## src/rtl/ecp_pkg.sv

```systemverilog
package ecp_pkg;

  localparam int DEF_FIELD_WIDTH = 64;
  localparam int CFG_IDX_W       = 1;

  localparam logic [CFG_IDX_W-1:0] CFG_MODULUS = 1'b0;
  localparam logic [CFG_IDX_W-1:0] CFG_CURVE_A = 1'b1;

  localparam logic [63:0] MODULUS_RST = 64'hFFFF_FFFF_FFFF_FFC5;
  localparam logic [63:0] CURVE_A_RST = 64'h0;

  typedef struct packed {
    logic               func;
    logic [63:0]        first_x;
    logic [63:0]        first_y;
    logic               first_is_infinity;
    logic [63:0]        second_x;
    logic [63:0]        second_y;
    logic               second_is_infinity;
    logic signed [63:0] scalar;
  } ecp_in_t;

  typedef struct packed {
    logic [63:0] result_x;
    logic [63:0] result_y;
    logic        result_is_infinity;
    logic        inverse_error;
  } ecp_out_t;

  typedef enum logic [1:0] {
    ALU_ADD,
    ALU_SUB,
    ALU_MUL,
    ALU_DIV
  } alu_op_t;

  typedef struct packed {
    logic    go;
    alu_op_t op;
  } alu_req_t;

  typedef enum logic [4:0] {
    ST_IDLE,
    ST_RED,
    ST_LOOP,
    ST_ADD,
    ST_X2,
    ST_N1,
    ST_N2,
    ST_N3,
    ST_DEN,
    ST_CN,
    ST_CD,
    ST_INV,
    ST_DIV,
    ST_QM,
    ST_NT,
    ST_LAM,
    ST_U1,
    ST_U2,
    ST_XR,
    ST_V1,
    ST_V2,
    ST_YR,
    ST_NEG,
    ST_OUT
  } st_t;

endpackage

```

## src/rtl/ecp_alu.sv

```systemverilog
module ecp_alu import ecp_pkg::*; #(
  parameter int W = DEF_FIELD_WIDTH
) (
  input  logic         clk,
  input  logic         rst_n,
  input  alu_req_t     req,
  input  logic [W-1:0] opa,
  input  logic [W-1:0] opb,
  input  logic [W-1:0] modp,
  output logic         done,
  output logic [W-1:0] res,
  output logic [W-1:0] res2
);

  localparam int CW = $clog2(W);

  logic          busy_r;
  logic          done_r;
  alu_op_t       op_r;
  logic          ph_r;
  logic [CW-1:0] cnt_r;
  logic [W-1:0]  acc_r, ma_r, mb_r, x_r, res_r, res2_r;

  logic [W-1:0]  mu, mv, madd_res, sub_res, dv_rem;
  logic [W:0]    msum, msum_red, sdiff, dv_t, dv_d;
  logic          dv_q;

  // One modular adder serves both the add operation and the
  // double-and-add steps of the multiplier.
  always_comb begin
    mu       = busy_r ? acc_r : opa;
    mv       = busy_r ? (ph_r ? (mb_r[W-1] ? ma_r : '0) : acc_r) : opb;
    msum     = {1'b0, mu} + {1'b0, mv};
    msum_red = msum - {1'b0, modp};
    madd_res = (msum >= {1'b0, modp}) ? msum_red[W-1:0] : msum[W-1:0];
    sdiff    = {1'b0, opa} - {1'b0, opb};
    sub_res  = sdiff[W] ? (sdiff[W-1:0] + modp) : sdiff[W-1:0];
    dv_t     = {acc_r, x_r[W-1]};
    dv_d     = dv_t - {1'b0, mb_r};
    dv_q     = (dv_t >= {1'b0, mb_r});
    dv_rem   = dv_q ? dv_d[W-1:0] : dv_t[W-1:0];
  end

  always_ff @(posedge clk) begin
    if (!rst_n) begin
      busy_r <= 1'b0;
      done_r <= 1'b0;
    end else begin
      done_r <= 1'b0;
      if (req.go && !busy_r) begin
        op_r  <= req.op;
        acc_r <= '0;
        ma_r  <= opa;
        mb_r  <= opb;
        x_r   <= opa;
        cnt_r <= CW'(W - 1);
        ph_r  <= 1'b0;
        case (req.op)
          ALU_ADD: begin
            res_r  <= madd_res;
            done_r <= 1'b1;
          end
          ALU_SUB: begin
            res_r  <= sub_res;
            done_r <= 1'b1;
          end
          default: busy_r <= 1'b1;
        endcase
      end else if (busy_r) begin
        if (op_r == ALU_MUL) begin
          acc_r <= madd_res;
          ph_r  <= ~ph_r;
          if (ph_r) begin
            mb_r <= mb_r << 1;
            if (cnt_r == '0) begin
              busy_r <= 1'b0;
              done_r <= 1'b1;
              res_r  <= madd_res;
            end else begin
              cnt_r <= cnt_r - 1'b1;
            end
          end
        end else begin
          // Restoring division, one quotient bit a cycle.
          acc_r <= dv_rem;
          x_r   <= {x_r[W-2:0], dv_q};
          if (cnt_r == '0) begin
            busy_r <= 1'b0;
            done_r <= 1'b1;
            res_r  <= {x_r[W-2:0], dv_q};
            res2_r <= dv_rem;
          end else begin
            cnt_r <= cnt_r - 1'b1;
          end
        end
      end
    end
  end

  assign done = done_r;
  assign res  = res_r;
  assign res2 = res2_r;

endmodule
```

## config.mk

```make
export PLATFORM = sky130hd
export DESIGN_NAME = ecp_alu
export DESIGN_NICKNAME = d
export VERILOG_FILES = /design/src/rtl/ecp_pkg.sv /design/src/rtl/ecp_alu.sv
export SDC_FILE = /design/constraint.sdc
export NUM_CORES = 2
export LEC_CHECK = 0
export ABC_AREA = 1
export BUFFER_PORTS_ARGS = -buffer_cell sky130_fd_sc_hd__buf_4
export CAP_MARGIN = 0
export CORE_ASPECT_RATIO = 1.5
export CORE_MARGIN = 2
export CORE_UTILIZATION = 64
export CTS_BUF_LIST = sky130_fd_sc_hd__clkbuf_16
export CTS_CLUSTER_SIZE = 14
export DETAILED_ROUTE_END_ITERATION = 12
export GPL_ROUTABILITY_DRIVEN = 1
export PLACE_DENSITY = 0.84
export REMOVE_ABC_BUFFERS = 1
export SYNTH_ARGS = -nofsm -noshare
export SYNTH_HDL_FRONTEND = slang
export SYNTH_SLANG_ARGS = --single-unit
export TNS_END_PERCENT = 5
```

## constraint.sdc

```tcl
create_clock -name clk -period 11.8 [get_ports clk]
set_input_delay 1.77 -clock clk [delete_from_list [all_inputs] [get_ports clk]]
set_output_delay 1.77 -clock clk [all_outputs]
set_load 0.02 [all_outputs]
```

==> results of run 1 <==
## cell families after synthesis
kind of cell    Yosys count
fa+ha+maj               326
flops                   395
simple gates           4229
compound gates         1136
buf+inv                1530
xor+xnor                166
## routing by layer
metal,global-route usage [%],overflow
met5,6.32,0
met1,66.3,2
met2,81.7,127
met4,59.0,71
met3,38.6,2
## metrics by stage
stage / setup WS, ns / util (%)
floorplan: -6.88 / -
global placement: 3.42 / 68.9
detailed placement: 3.42 / 68.9
CTS: 3.74 / 70.8
==> impl_metrics.csv, run 1 <==
group,metric,value,unit
status,status,"aborted with a tool error",
status,stop_stage,"5_1_grt",
status,error_line,"[ERROR GRT-0116] Global routing finished with congestion. Check the congestion regions in the DRC Viewer.",
synth,synthTopCellsByCount,"nand2_1 (2625), inv_1 (1331), nor2_1 (666), nand3_1 (534), a21oi_1 (504)",
synth,synthTopCellsByArea,"edfxtp_1 (25%), nand2_1 (21%), inv_1 (10%)",
floorplan,num_io_pins,326,
synth,avgSynthCellArea,6.15,um2
place,gp_congestion,1.51,
synth,synth-edff-count,393,
place,place_inst,8960,
synth,synth_top_family_by_area,"simple AND/OR/NAND/NOR gates",
place,port_buffers,325,
synth,synth_compound_area_share,13.1,%
synth,ys_types,56,
synth,synth_cells,7782,
synth,synth_mux_area_share,0,%
clock_network,postCtsResizedCells,0,
place,post_dp_cell_area,50900,um2
clock_network,clockBufferDepth,3,
global_routing,grt_max_degree,93,
synth,ys_ff_latch,395,
synth,yosysTopAreaCell,"edfxtp_1",
floorplan,die_height,339,um
synth,synth_area,47900,um2
clock_network,cts-root-buf,"clkbuf_16",
synth,synth-xor-area-share,3.04,%
global_routing,grt_usage,62.2,%
clock_network,cts_post_setup_buffers_inserted,0,
global_routing,grt_overflow,202,
synth,synthArstFlopShare,0,%
floorplan,rows,122,
global_routing,grt_first_pass_wirelength,357000,um
clock_network,cts_sinks,395,
clock_network,numCtsBuffers,43,
global_routing,grt_pass1_vias,57667,
floorplan,start_util,64.8,%
place,post-dp-hpwl,179000,um
synth,synth_simple_gate_area_share,37.8,%
synth,synth_top_area_share,24.6,%
synth,ys_seq_area_share,24.7,%
synth,ys.flop_type,"edfxtp_1",
synth,yosysMostFrequentCell,"nand2_1",
clock_network,cts_htree_levels,2,
synth,ys_warn_count,0,
floorplan,fp.dieW,227,um
clock_network,ctsHoldBuffers,0,
synth,synthAdderAreaFrac,8.60,%
==> run 2: changes to the inputs <==
--- a/config.mk
+++ b/config.mk
@@ -8,14 +8,11 @@
 export ABC_AREA = 1
 export BUFFER_PORTS_ARGS = -buffer_cell sky130_fd_sc_hd__buf_4
 export CAP_MARGIN = 0
-export CORE_ASPECT_RATIO = 1.5
 export CORE_MARGIN = 2
-export CORE_UTILIZATION = 64
-export CTS_BUF_LIST = sky130_fd_sc_hd__clkbuf_16
-export CTS_CLUSTER_SIZE = 14
+export CORE_UTILIZATION = 40
 export DETAILED_ROUTE_END_ITERATION = 12
 export GPL_ROUTABILITY_DRIVEN = 1
-export PLACE_DENSITY = 0.84
+export PLACE_DENSITY_LB_ADDON = 0.15
 export REMOVE_ABC_BUFFERS = 1
 export SYNTH_ARGS = -nofsm -noshare
 export SYNTH_HDL_FRONTEND = slang
==> impl_metrics.csv, run 2 <==
group,metric,value,unit
floorplan,rows,126,
global_routing,grt_first_pass_wirelength,363000,um
hold_path,hold_path_class,"reg -> reg",
power_and_ir_drop,comb_power_share,60.6,%
sta,fin_worst_skew,0.0438,ns
floorplan,core_area,118000,um2
sta,rsz0062_at_grt,"no",
clock_network,clk_latency,0.68,ns
place,port_buffers,325,
worst_setup_path,critical_path.most_common_cell,"nand2_1",
clock_network,ctsHoldBuffers,0,
place,post-dp-hpwl,226000,um
sta,finalHoldViolations,0,
route,via_per_inst,5.68,
synth,synthTopCellsByCount,"nand2_1 (2625), inv_1 (1331), nor2_1 (666), nand3_1 (534), a21oi_1 (504)",
synth,avgSynthCellArea,6.15,um2
sta,finalMaxSlewViolations,0,
status,status,"completed",
synth,yosysMostFrequentCell,"nand2_1",
clock_network,cts_post_setup_buffers_inserted,0,
clock_network,clockBufferDepth,3,
floorplan,die_area,122000,um2
layout,final_cell_mix,"nand2_1 (2625), inv_1 (1328), nor2_1 (660)",
worst_setup_path,critPathMaxStageDelay,0.84,ns
sta,hold_ws,0.579,ns
layout,drive_gt1_share,8.37,%
floorplan,fp.dieW,350,um
clock_network,cts_sinks,395,
synth,ys_warn_count,0,
power_and_ir_drop,leakagePower,0.0270,uW
sta,max_slew.worst_pin.slew,1.12,ns
place,gp_congestion,1.20,
route,drc_errors,0,
clock_network,cts-root-buf,"clkbuf_16",
synth,synth_cells,7782,
synth,synth-edff-count,393,
power_and_ir_drop,internal_power,4230,uW
synth,yosysTopAreaCell,"edfxtp_1",
synth,synth_area,47900,um2
flow_run,maxCapViolations,0,
synth,ys_ff_latch,395,
place,dpl_worst_slack,3.06,ns
route,drt-initial-drc-count,7216,
global_routing,grt_usage,42.0,%
clock_network,cts_htree_levels,2,
synth,synth_top_area_share,24.6,%
sta,min_period_over_period,77.9,%
clock_network,cts_tree,"yes",
floorplan,start_util,40.4,%
worst_setup_path,cp_slowest_cell,"buf_4",
clock_network,clk_pin_slew,0.06,ns
worst_setup_path,cp-end-kind,"flip-flop",
floorplan,num_io_pins,326,
layout,layout.nets,8546,
synth,synthArstFlopShare,0,%
route,vias,54877,
layout,finalNonFillerCells,9663,
power_and_ir_drop,clkPwrFrac,19.1,%
worst_setup_path,crit_fanout,96,
power_and_ir_drop,vdd_ir_drop_max,123,uV
sta,tns,0,ns
power_and_ir_drop,sequentialPowerShare,20.3,%
global_routing,grt_max_degree,165,
worst_setup_path,critPathLaunchType,"flip-flop",
synth,synthTopCellsByArea,"edfxtp_1 (25%), nand2_1 (21%), inv_1 (10%)",
sta,timing.slew.headroom,25.0,%
place,place_inst,9570,
route,dr.pass1.iters,6,
power_and_ir_drop,p_total,9030,uW
sta,fmax,109,MHz
global_routing,grt_overflow,0,
power_and_ir_drop,switching_share,53.2,%
synth,ys_types,56,
clock_network,numCtsBuffers,51,
worst_setup_path,path_class,"reg -> reg",
floorplan,die_height,350,um
power_and_ir_drop,switchingPower,4800,uW
worst_setup_path,worstPathArrival,9.60,ns
layout,mostFrequentLayoutCell,"nand2_1",
layout,area_delta_synth_final,11.6,%
clock_network,postCtsResizedCells,0,
synth,ys.flop_type,"edfxtp_1",
worst_setup_path,rrSetupSlack,2.61,ns
layout,fillers,12889,
route,avgRoutedWirePerCell,27.5,um
sta,setup_violations,0,
sta,fin_crit,9.19,ns
sta,worst_slack,2.61,ns
synth,ys_seq_area_share,24.7,%
route,drt-total-wl,265000,um
global_routing,antenna_found_initial,7,
global_routing,grt_pass1_vias,51328,
worst_setup_path,worstPathRequired,12.20,ns
power_and_ir_drop,p_per_area,169,nW/um2
route,drtAntennaViolNets,0,
run 2: cell counts after synthesis:
No cell type changed its count.
run 2: area by class of cell:
| class | count | area, um2 | area share (%) |
|---|---|---|---|
| clock buffers | 60 | 1310 | 2.45 |
| repair buffers | 353 | 2660 | 4.98 |
| inverters | 1365 | 5130 | 9.59 |
| well taps | 1600 | 2000 | 3.75 |
| multi-input cells | 5857 | 30000 | 56.2 |
| diodes | 1 | 2.50 | 0.00468 |
| clock inverters | 32 | 450 | 0.843 |
| flip-flops and latches | 395 | 11800 | 22.2 |
run 2: power by group through the flow:
| stage | Clock [uW] | Combinational, uW | Sequential [uW] |
|---|---|---|---|
| 2_1_floorplan | 0 | 3330 | 1810 |
| 3_3_place_gp | 0 | 5230 | 1850 |
| 3_5_place_dp | 0 | 5240 | 1850 |
| 4_1_cts | 1720 | 5260 | 1820 |
| 5_1_grt | 1770 | 5860 | 1830 |
| 6_report | 1720 | 5470 | 1830 |
run 2: worst max-delay path, delay by kind of cell, from the launching register on:
| kind | cells | cell delay (ns) |
|---|---|---|
| adder cells (fa/ha/maj) | 2 | 0.92 |
| flip-flops | 1 | 0.80 |
| buffers and inverters | 6 | 1.95 |
| AO/OA/AOI/OAI | 4 | 0.80 |
| AND/OR/NAND/NOR | 18 | 4.23 |
run 2: stage by stage:
step / area [um2] / utilization, %
floorplan: 46900 / -
global placement: 51700 / 43.6
detailed placement: 51700 / 43.6
CTS: 53400 / 45.1
global route: 53400 / 45.1
finish: 53400 / 45.1
run 2: cell families (layout without fill, tap and decap cells):
kind of cell / after synthesis / count (layout) / synth area share, %
AO/OA/AOI/OAI: 1136 / 1136 / 13.1
XOR/XNOR: 166 / 166 / 3.04
adder cells (fa/ha/maj): 326 / 326 / 8.60
buffers and inverters: 1530 / 1810 / 12.7
flip-flops: 395 / 395 / 24.7
other: 0 / 1 / 0
AND/OR/NAND/NOR: 4229 / 4229 / 37.8
run 2: per-layer routing:
| layer | part of all wire (%) | track usage, % | vias to the layer above | routed length [um] |
|---|---|---|---|---|
| met3 | 11 | 9.45 | 535 | 29100 |
| met1 | 40 | 54.8 | 25692 | 106000 |
| met5 | 0.0041 | 0 | - | 11 |
| li1 | - | - | 25468 | - |
| met4 | 7.3 | 25.9 | 2 | 19400 |
| met2 | 42 | 63.0 | 3180 | 111000 |
run 2: path summary, 6_finish.rpt:
check | start | to | depth (start not counted)
max | busy_r | res[29] | 30
max reg2reg | busy_r | res[29] | 30
min reg2reg | x_r[59] | x_r[60] | 2
min | x_r[59] | x_r[60] | 2
No activity file was read; power rests on OpenSTA's default activity.
